**src/hdl/gjmi_pkg.sv**
```systemverilog
// ----------------------------------------------------------------------------
// gjmi_pkg
// Shared types, sizes and Q16.16 helpers for the Gauss-Jordan inverter.
// ----------------------------------------------------------------------------
package gjmi_pkg;

    localparam int MAX_ORDER = 4;
    localparam int CELLS     = MAX_ORDER * MAX_ORDER;
    localparam int ORD_W     = (MAX_ORDER > 1) ? $clog2(MAX_ORDER) : 1;
    localparam int N_W       = $clog2(MAX_ORDER + 1);
    localparam int TOT_W     = $clog2(CELLS + 1);

    localparam logic [31:0] Q_ONE = 32'h0001_0000;

    localparam logic CFG_MATRIX_SIZE     = 1'b0;
    localparam logic CFG_PIVOT_THRESHOLD = 1'b1;

    typedef logic signed [31:0] q_t;

    typedef struct packed {
        logic shift;
        q_t   ins;
    } ring_ctl_t;

    function automatic q_t sat64(input logic signed [63:0] v);
        q_t r;
        if (v > 64'sh0000_0000_7FFF_FFFF)
            r = 32'sh7FFF_FFFF;
        else if (v < -64'sh0000_0000_8000_0000)
            r = 32'sh8000_0000;
        else
            r = v[31:0];
        return r;
    endfunction

    // product / 65536, truncated toward zero, saturated
    function automatic q_t qscale(input logic signed [63:0] prod);
        logic signed [63:0] adj;
        logic signed [63:0] sh;
        adj = prod + (prod[63] ? 64'sd65535 : 64'sd0);
        sh  = adj >>> 16;
        return sat64(sh);
    endfunction

    function automatic q_t sat_sub(input q_t a, input q_t b);
        logic signed [32:0] d;
        q_t r;
        d = {a[31], a} - {b[31], b};
        if (d[32] != d[31])
            r = d[32] ? 32'sh8000_0000 : 32'sh7FFF_FFFF;
        else
            r = d[31:0];
        return r;
    endfunction

endpackage

```
**src/hdl/gjmi_cell.sv**
```systemverilog
// ----------------------------------------------------------------------------
// gjmi_cell
// One storage cell of the matrix ring; passes its word to the neighbor.
// ----------------------------------------------------------------------------
module gjmi_cell
    import gjmi_pkg::*;
(
    input  logic      clk,
    input  ring_ctl_t ctl,
    input  logic      is_tail,
    input  q_t        next_data,
    output q_t        data
);

    q_t data_reg;

    always_ff @(posedge clk)
    begin
        if (ctl.shift)
        begin
            data_reg <= is_tail ? ctl.ins : next_data;
        end
    end

    assign data = data_reg;

endmodule

```
**src/hdl/gjmi_recip.sv**
```systemverilog
// ----------------------------------------------------------------------------
// gjmi_recip
// Bit-serial reciprocal: 2^32 / pivot, truncated, saturated to 32 bits.
// ----------------------------------------------------------------------------
module gjmi_recip
    import gjmi_pkg::*;
(
    input  logic        clk,
    input  logic        rst_n,
    input  logic        start,
    input  logic [31:0] mag,
    input  logic        neg,
    output logic        done,
    output q_t          quot
);

    logic        busy_reg;
    logic        done_reg;
    logic [5:0]  cnt_reg;
    logic [32:0] rem_reg;
    logic [32:0] quo_reg;
    logic [31:0] div_reg;
    logic        neg_reg;
    logic [32:0] shifted;
    logic        fits;

    assign shifted = {rem_reg[31:0], (cnt_reg == 6'd32)};
    assign fits    = shifted >= {1'b0, div_reg};

    always_ff @(posedge clk or negedge rst_n)
    begin
        if (!rst_n)
        begin
            busy_reg <= 1'b0;
            done_reg <= 1'b0;
            cnt_reg  <= '0;
        end
        else
        begin
            done_reg <= 1'b0;
            if (start)
            begin
                busy_reg <= 1'b1;
                cnt_reg  <= 6'd32;
            end
            else if (busy_reg)
            begin
                if (cnt_reg == 6'd0)
                begin
                    busy_reg <= 1'b0;
                    done_reg <= 1'b1;
                end
                else
                begin
                    cnt_reg <= cnt_reg - 6'd1;
                end
            end
        end
    end

    always_ff @(posedge clk)
    begin
        if (start)
        begin
            rem_reg <= '0;
            quo_reg <= '0;
            div_reg <= mag;
            neg_reg <= neg;
        end
        else if (busy_reg)
        begin
            rem_reg <= fits ? (shifted - {1'b0, div_reg}) : shifted;
            quo_reg <= {quo_reg[31:0], fits};
        end
    end

    always_comb
    begin
        if (!neg_reg)
            quot = (quo_reg > 33'h0_7FFF_FFFF) ? 32'sh7FFF_FFFF : quo_reg[31:0];
        else
            quot = (quo_reg >= 33'h0_8000_0000) ? 32'sh8000_0000 : -quo_reg[31:0];
    end

    assign done = done_reg;

endmodule

```
**src/hdl/gauss_jordan_matrix_inverse_unit.sv**
```systemverilog
// ----------------------------------------------------------------------------
// gauss_jordan_matrix_inverse_unit
// In-place Gauss-Jordan inversion of an n-by-n Q16.16 matrix, no pivoting.
// ----------------------------------------------------------------------------
// Elements load one per cycle into a ring of cells. Once the last element of a
// matrix is in, each pivot takes a scan pass, a check, a bit-serial reciprocal,
// a row-scale pass and an elimination pass; a pivot that fails the check ends
// the work instead. The scale and elimination passes wait on the registered
// multiply-saturate path (prod_reg, then q_reg) per touched element. The n*n
// results then leave one per cycle as the output side takes them, and no element
// is accepted until the last result has been issued.
module gauss_jordan_matrix_inverse_unit
    import gjmi_pkg::*;
(
    input  logic        clk,
    input  logic        rst_n,
    input  logic        cfg_write,
    input  logic        cfg_index,
    input  logic [15:0] cfg_data,
    input  logic        in_valid,
    output logic        in_ready,
    input  q_t          element,
    output logic        out_valid,
    input  logic        out_ready,
    output q_t          result_element,
    output logic        last,
    output logic        singular,
    output logic [2:0]  negative_pivots
);

    localparam logic [2:0] S_LOAD  = 3'd0;
    localparam logic [2:0] S_SCAN  = 3'd1;
    localparam logic [2:0] S_CHK   = 3'd2;
    localparam logic [2:0] S_DIV   = 3'd3;
    localparam logic [2:0] S_SCALE = 3'd4;
    localparam logic [2:0] S_ELIM  = 3'd5;
    localparam logic [2:0] S_OUT   = 3'd6;

    logic [2:0]       state_reg;
    logic [2:0]       size_reg;
    logic [15:0]      thr_reg;
    logic [TOT_W-1:0] load_cnt_reg;
    logic [ORD_W-1:0] row_reg, col_reg, piv_reg;
    logic [1:0]       sub_reg;
    logic             sing_reg;
    logic [2:0]       negs_reg;
    q_t               p_reg, r_reg, q_reg;
    logic signed [63:0] prod_reg;
    q_t               fcol_reg [MAX_ORDER];
    q_t               prow_reg [MAX_ORDER];

    logic             out_valid_reg, out_last_reg;
    q_t               out_data_reg;
    logic             out_sing_reg;
    logic [2:0]       out_negs_reg;

    logic [N_W-1:0]   n_eff;
    logic [ORD_W-1:0] n_m1;
    logic [TOT_W-1:0] total_m1;
    ring_ctl_t        ctl;
    logic             advance;
    logic             end_pass;
    logic             out_free;
    logic             bad_pivot;
    logic             size_write;
    logic [31:0]      p_mag;
    q_t               mul_a, mul_b;
    q_t               head;
    q_t               cell_data [CELLS];
    logic             div_done;
    q_t               div_quot;

    always_comb
    begin
        if (size_reg == 3'd0)
            n_eff = N_W'(1);
        else if (int'(size_reg) > MAX_ORDER)
            n_eff = N_W'(MAX_ORDER);
        else
            n_eff = N_W'(size_reg);
    end

    assign n_m1       = ORD_W'(n_eff - N_W'(1));
    assign total_m1   = TOT_W'(int'(n_eff) * int'(n_eff) - 1);
    assign head       = cell_data[0];
    assign out_free   = !out_valid_reg || out_ready;
    assign end_pass   = (row_reg == n_m1) && (col_reg == n_m1);
    assign in_ready   = (state_reg == S_LOAD);
    assign size_write = cfg_write && (cfg_index == CFG_MATRIX_SIZE);

    assign p_mag     = p_reg[31] ? (~p_reg + 32'd1) : p_reg;
    assign bad_pivot = (p_reg == '0) || (p_mag <= {16'd0, thr_reg});

    always_comb
    begin
        ctl.shift = 1'b0;
        ctl.ins   = head;
        advance   = 1'b0;
        unique case (state_reg)
            S_LOAD:
            begin
                ctl.shift = in_valid;
                ctl.ins   = element;
            end
            S_SCAN:
            begin
                ctl.shift = 1'b1;
                advance   = 1'b1;
            end
            S_SCALE:
            begin
                if (row_reg != piv_reg || sub_reg == 2'd2)
                begin
                    ctl.shift = 1'b1;
                    advance   = 1'b1;
                end
                if (row_reg == piv_reg)
                    ctl.ins = q_reg;
            end
            S_ELIM:
            begin
                if (row_reg == piv_reg || sub_reg == 2'd2)
                begin
                    ctl.shift = 1'b1;
                    advance   = 1'b1;
                end
                if (row_reg != piv_reg)
                    ctl.ins = sat_sub((col_reg == piv_reg) ? q_t'(0) : head, q_reg);
            end
            S_OUT:
            begin
                ctl.shift = out_free;
                advance   = out_free;
            end
            default:
            begin
                ctl.shift = 1'b0;
            end
        endcase
    end

    always_comb
    begin
        if (state_reg == S_SCALE)
        begin
            mul_a = (col_reg == piv_reg) ? Q_ONE : head;
            mul_b = r_reg;
        end
        else
        begin
            mul_a = fcol_reg[row_reg];
            mul_b = prow_reg[col_reg];
        end
    end

    genvar c;
    generate
        for (c = 0; c < CELLS; c++)
        begin : g_ring
            q_t nxt;
            if (c == CELLS - 1)
            begin : g_end
                assign nxt = ctl.ins;
            end
            else
            begin : g_mid
                assign nxt = cell_data[c + 1];
            end
            gjmi_cell u_cell (
                .clk       (clk),
                .ctl       (ctl),
                .is_tail   (total_m1 == TOT_W'(c)),
                .next_data (nxt),
                .data      (cell_data[c])
            );
        end
    endgenerate

    gjmi_recip u_recip (
        .clk   (clk),
        .rst_n (rst_n),
        .start (state_reg == S_CHK && !bad_pivot),
        .mag   (p_mag),
        .neg   (p_reg[31]),
        .done  (div_done),
        .quot  (div_quot)
    );

    always_ff @(posedge clk or negedge rst_n)
    begin
        if (!rst_n)
        begin
            state_reg     <= S_LOAD;
            size_reg      <= 3'd4;
            thr_reg       <= '0;
            load_cnt_reg  <= '0;
            row_reg       <= '0;
            col_reg       <= '0;
            piv_reg       <= '0;
            sub_reg       <= '0;
            sing_reg      <= 1'b0;
            negs_reg      <= '0;
            out_valid_reg <= 1'b0;
        end
        else
        begin
            if (cfg_write)
            begin
                unique case (cfg_index)
                    CFG_MATRIX_SIZE:
                    begin
                        size_reg <= cfg_data[2:0];
                    end
                    CFG_PIVOT_THRESHOLD:
                    begin
                        thr_reg <= cfg_data;
                    end
                    default:
                    begin
                        thr_reg <= thr_reg;
                    end
                endcase
            end

            if (advance)
            begin
                if (col_reg == n_m1)
                begin
                    col_reg <= '0;
                    row_reg <= (row_reg == n_m1) ? '0 : row_reg + ORD_W'(1);
                end
                else
                begin
                    col_reg <= col_reg + ORD_W'(1);
                end
            end

            if ((state_reg == S_SCALE && row_reg == piv_reg) ||
                (state_reg == S_ELIM && row_reg != piv_reg))
                sub_reg <= (sub_reg == 2'd2) ? 2'd0 : sub_reg + 2'd1;

            if (state_reg == S_OUT && out_free)
                out_valid_reg <= 1'b1;
            else if (out_ready)
                out_valid_reg <= 1'b0;

            unique case (state_reg)
                S_LOAD:
                begin
                    if (size_write)
                    begin
                        load_cnt_reg <= '0;
                    end
                    else if (in_valid)
                    begin
                        if (load_cnt_reg == total_m1)
                        begin
                            load_cnt_reg <= '0;
                            state_reg    <= S_SCAN;
                            row_reg      <= '0;
                            col_reg      <= '0;
                            piv_reg      <= '0;
                            sing_reg     <= 1'b0;
                            negs_reg     <= '0;
                        end
                        else
                        begin
                            load_cnt_reg <= load_cnt_reg + TOT_W'(1);
                        end
                    end
                end
                S_SCAN:
                begin
                    if (end_pass)
                        state_reg <= S_CHK;
                end
                S_CHK:
                begin
                    if (bad_pivot)
                    begin
                        sing_reg  <= 1'b1;
                        state_reg <= S_OUT;
                    end
                    else
                    begin
                        if (p_reg[31] && negs_reg != 3'd7)
                            negs_reg <= negs_reg + 3'd1;
                        state_reg <= S_DIV;
                    end
                end
                S_DIV:
                begin
                    if (div_done)
                    begin
                        state_reg <= S_SCALE;
                        sub_reg   <= '0;
                    end
                end
                S_SCALE:
                begin
                    if (advance && end_pass)
                        state_reg <= S_ELIM;
                end
                S_ELIM:
                begin
                    if (advance && end_pass)
                    begin
                        if (piv_reg == n_m1)
                            state_reg <= S_OUT;
                        else
                        begin
                            piv_reg   <= piv_reg + ORD_W'(1);
                            state_reg <= S_SCAN;
                        end
                    end
                end
                S_OUT:
                begin
                    if (out_free && end_pass)
                        state_reg <= S_LOAD;
                end
                default:
                begin
                    state_reg <= S_LOAD;
                end
            endcase
        end
    end

    always_ff @(posedge clk)
    begin
        prod_reg <= mul_a * mul_b;
        q_reg    <= qscale(prod_reg);
        if (state_reg == S_SCAN && col_reg == piv_reg)
        begin
            fcol_reg[row_reg] <= head;
            if (row_reg == piv_reg)
                p_reg <= head;
        end
        if (state_reg == S_DIV && div_done)
            r_reg <= div_quot;
        if (state_reg == S_SCALE && row_reg == piv_reg && sub_reg == 2'd2)
            prow_reg[col_reg] <= q_reg;
        if (state_reg == S_OUT && out_free)
        begin
            out_data_reg <= head;
            out_last_reg <= end_pass;
            out_sing_reg <= sing_reg;
            out_negs_reg <= negs_reg;
        end
    end

    assign out_valid       = out_valid_reg;
    assign result_element  = out_data_reg;
    assign last            = out_last_reg;
    assign singular        = out_sing_reg;
    assign negative_pivots = out_negs_reg;

endmodule

```
**config.mk**
```make
export PLATFORM = sky130hd
export DESIGN_NAME = gauss_jordan_matrix_inverse_unit
export DESIGN_NICKNAME = d
export VERILOG_FILES = /design/src/hdl/gjmi_pkg.sv /design/src/hdl/gjmi_cell.sv /design/src/hdl/gjmi_recip.sv /design/src/hdl/gauss_jordan_matrix_inverse_unit.sv
export SDC_FILE = /design/constraint.sdc
export NUM_CORES = 2
export LEC_CHECK = 0
export BUFFER_PORTS_ARGS = -buffer_cell sky130_fd_sc_hd__buf_2
export CORE_MARGIN = 8
export CORE_UTILIZATION = 55
export CTS_CLUSTER_DIAMETER = 40
export CTS_CLUSTER_SIZE = 24
export DETAILED_ROUTE_END_ITERATION = 16
export HOLD_SLACK_MARGIN = 0.1
export PLACE_DENSITY = 0.83
export SYNTH_ARGS = -nofsm -noshare
export SYNTH_HDL_FRONTEND = slang
export SYNTH_HIERARCHICAL = 1
export SYNTH_SLANG_ARGS = --single-unit
```
**constraint.sdc**
```tcl
create_clock -name clk -period 19 [get_ports clk]
set_clock_uncertainty 0.2 [all_clocks]
set_input_delay 5.7 -clock clk [delete_from_list [all_inputs] [get_ports clk]]
set_output_delay 5.7 -clock clk [all_outputs]
set_load 0.01 [all_outputs]
```
==> results.md <==
- Met3 Use GR: 7.966%
- Buffers on Ports: 92
- Asr flop ratio synth: 4.320%
- H-tree levels: 4
- Crit start category: flop
- Worst reg2reg path depth: 27
- Routed WL: 257300 um
- Mapped cell area: 89350 um2
- Fin crit share: 62.86%
- Met1 Use GR: 35.08%
- Vias per inst: 6.078
- Cts bufs inserted: 155
- Clk root buf: clkbuf_16
- Placer congestion estimate: 1.027
- Initial antenna violation count: 7
- Distinct cell type count after synthesis: 97
- Detailed placement HPWL: 183400 um
- Synth-to-layout area growth: 8.773%
- R2R Setup Slk: 7060 ps
- Drt drc: 0
- Delay of the slowest critical-path stage: 790 ps
- Clock edge transition at the registers on the reported setup and hold paths: 60 ps
- Crit path top cell by count: fa_1
- Hold Path Sink: negative_pivots[1]
- Class of the worst hold path: reg2reg
- Max Buffers Root-to-Sink: 3
- Synth Register Bits: 1111
- CP Capture Type: flop
- Warnings, synthesis: 6
- Number of I/O pins: 93
- Via count: 60360
- Post-cts resize count: 0
- Reg2reg end: prod_reg[62]
- Total GRT Usage: 29.31%
- Worst path bufs/invs: 4
- Synthesized area per cell: 11.76 um2
- Worst Path Required: 19520 ps
- Final ANT Viol Nets: 0
- RR Startpoint: state_reg[0]
- Setup TNS Final: 0 ps
- Cells after synthesis: 7597
- Crit Path Category: reg2reg
- Router iterations before antenna repair: 9
- Critical Path Start: state_reg[0]
- Relative slew slack: 14.04%
- Layout Nets: 9053
- Arr. time, crit path: 12460 ps
- Setup slack at placement: 7373 ps
- Family with the most delay on the worst path: adder cells
- Worst skew pair latency: 840 ps
- WHS Path Cells: 0
- Worst setup margin: 7056 ps
- Total gr overflow: 0
- Final setup violation count: 0
- EDFF count, synth: 902
- Finished layout cell area: 97190 um2
- Share of post-route cells with drive strength above 1: 16.12%
- Initial core utilization: 55.15%
- Die ar.: 175600 um2
- Max reg flops: 512
- Final Max Tran Viols: 0
- Final hold violations: 0
- Tmin final: 11940 ps
- Grt peak-use layer: met2
- Max Cap Viol: 0
- Post-synthesis sequential area ratio: 35.27%
- Vias in the first global route: 64040
- First-pass GRT wire length: 390500 um
- Top_reg_cell synth: edfxtp_1
- Initial drt markers: 7401
- Row count: 148
- TritonCTS clock tree: built
- GR Layer Usage met2: 46.40%
- Status: finished, final reports clean
- Worst slew pin tran: 1289 ps
- RSZ-0062 raised after global routing: false
- Cts hold-fix bufs: 0
- Die Ht: 419.1 um
- Post-CTS setup buffer count: 0
- Worst hold slack: 250.3 ps
- Highest clock rate: 83.72 MHz
- Routed len/inst: 25.91 um
- Width of the die: 419.1 um
- Crit-path max FO: 37
- Slowest-stage cell, CP: a21o_1
- Worst min-delay path startpoint: negs_reg[1]
- Largest net degree at the start of global routing: 197
- Cell Area, Placed: 91660 um2
- Clock Sinks: 1111
- Core area: 162000 um2
Yosys cell counts, types with 19 or more instances:
| master | instances | area, um2 |
|---|---|---|
| inv_1 | 1127 | 4230 |
| fa_1 | 1084 | 21700 |
| edfxtp_1 | 902 | 27090 |
| nor2_1 | 768 | 2883 |
| nand2_1 | 647 | 2429 |
| mux2_4 | 481 | 7222 |
| ha_1 | 297 | 3716 |
| clkbuf_1 | 274 | 1028 |
| a21oi_1 | 227 | 1136 |
| dfxtp_1 | 161 | 3223 |
| o21ai_0 | 158 | 790.8 |
| xnor2_1 | 139 | 1217 |
| a21o_1 | 108 | 810.8 |
| mux2i_1 | 90 | 900.9 |
| and2_1 | 80 | 500.5 |
| mux2_2 | 77 | 867.1 |
| mux4_2 | 64 | 1441 |
| nor3_1 | 61 | 305.3 |
| nand3_1 | 57 | 285.3 |
| xor2_1 | 57 | 499.2 |
| buf_12 | 48 | 960.9 |
| dfrtp_1 | 47 | 1176 |
| nand4_1 | 46 | 287.8 |
| a211oi_1 | 42 | 315.3 |
| and3_1 | 42 | 262.8 |
| nand2b_1 | 33 | 206.5 |
| o21bai_1 | 31 | 232.7 |
| buf_1 | 29 | 108.9 |
| o31ai_1 | 27 | 202.7 |
| nor2b_1 | 25 | 156.4 |
| o21a_1 | 25 | 187.7 |
| a221o_1 | 22 | 220.2 |
| or2_2 | 20 | 125.1 |
| buf_6 | 19 | 214.0 |
worst max path at each step:
| stage | cells after the start | to |
|---|---|---|
| final | 27 | prod_reg[62] |
| after global routing | 29 | prod_reg[62] |
| after CTS | 27 | prod_reg[62] |
| after detailed placement | 27 | prod_reg[62] |
| after global placement | 26 | prod_reg[63] |
| after floorplan | 3 | g_ring[0].u_cell/data[0] |
cells by family (layout without fill, tap and decap cells):
family                     count (synthesis)  in the layout  synth area share (%)
and+or+nand+nor                         1861           1861                 9.100
other                                      1             11              0.004197
xor gates and xnor gates                 196            196                 1.921
buffers and inverters                   1503           1651                 7.361
AOI/OAI and AO/OA                        832            832                 6.227
muxes                                    712            712                 11.67
adders and majority gates               1381           1381                 28.45
DFF                                     1111           1111                 35.27
area by class of cell:
cell class	count	area, um2
Fill cell	12130	64840
Multi-Input combinational cell	4990	51650
Sequential cell	1111	31520
Inverter	1127	4230
Clock buffer	166	4003
Tap cell	2175	2721
Timing Repair Buffer	233	1544
Clock inverter	125	1514
Antenna cell	3	7.507
metal layers:
metal / up-vias / share of wire [%] / wire length (um)
met3: 1050 / 11 / 27850
met5: - / 0.010 / 26
li1: 25240 / - / -
met4: 4 / 8.7 / 22340
met1: 30330 / 35 / 89470
met2: 3732 / 46 / 117600
placed cells by master, fill, tap and decap left out, types with 29 or more instances in the layout:
cell type and instances:
a211oi_1 41, a21o_1 108, a21oi_1 212, and2_1 79, and3_1 41, buf_2 92
buf_4 139, clkbuf_16 157, dfrtp_1 43, dfxtp_1 161, edfxtp_1 902, fa_1 1084
ha_1 295, inv_1 1127, inv_6 29, mux2_2 77, mux2_4 481, mux2i_1 77
mux4_2 64, nand2_1 645, nand2b_1 33, nand3_1 57, nand4_1 46, nor2_1 762
nor3_1 59, o21ai_0 149, o21bai_1 31, xnor2_1 139, xor2_1 57
metrics by stage:
step / util, % / std cells
after floorplan: - / 7604
after global placement: 56.57 / 9636
after detailed placement: 56.57 / 9636
after CTS: 59.97 / 9927
after global routing: 59.98 / 9927
final: 59.98 / 9930
Power is left out: the tool's default activity adds up to more than one toggle a clock period on the data nets, which glitch-free logic cannot reach.
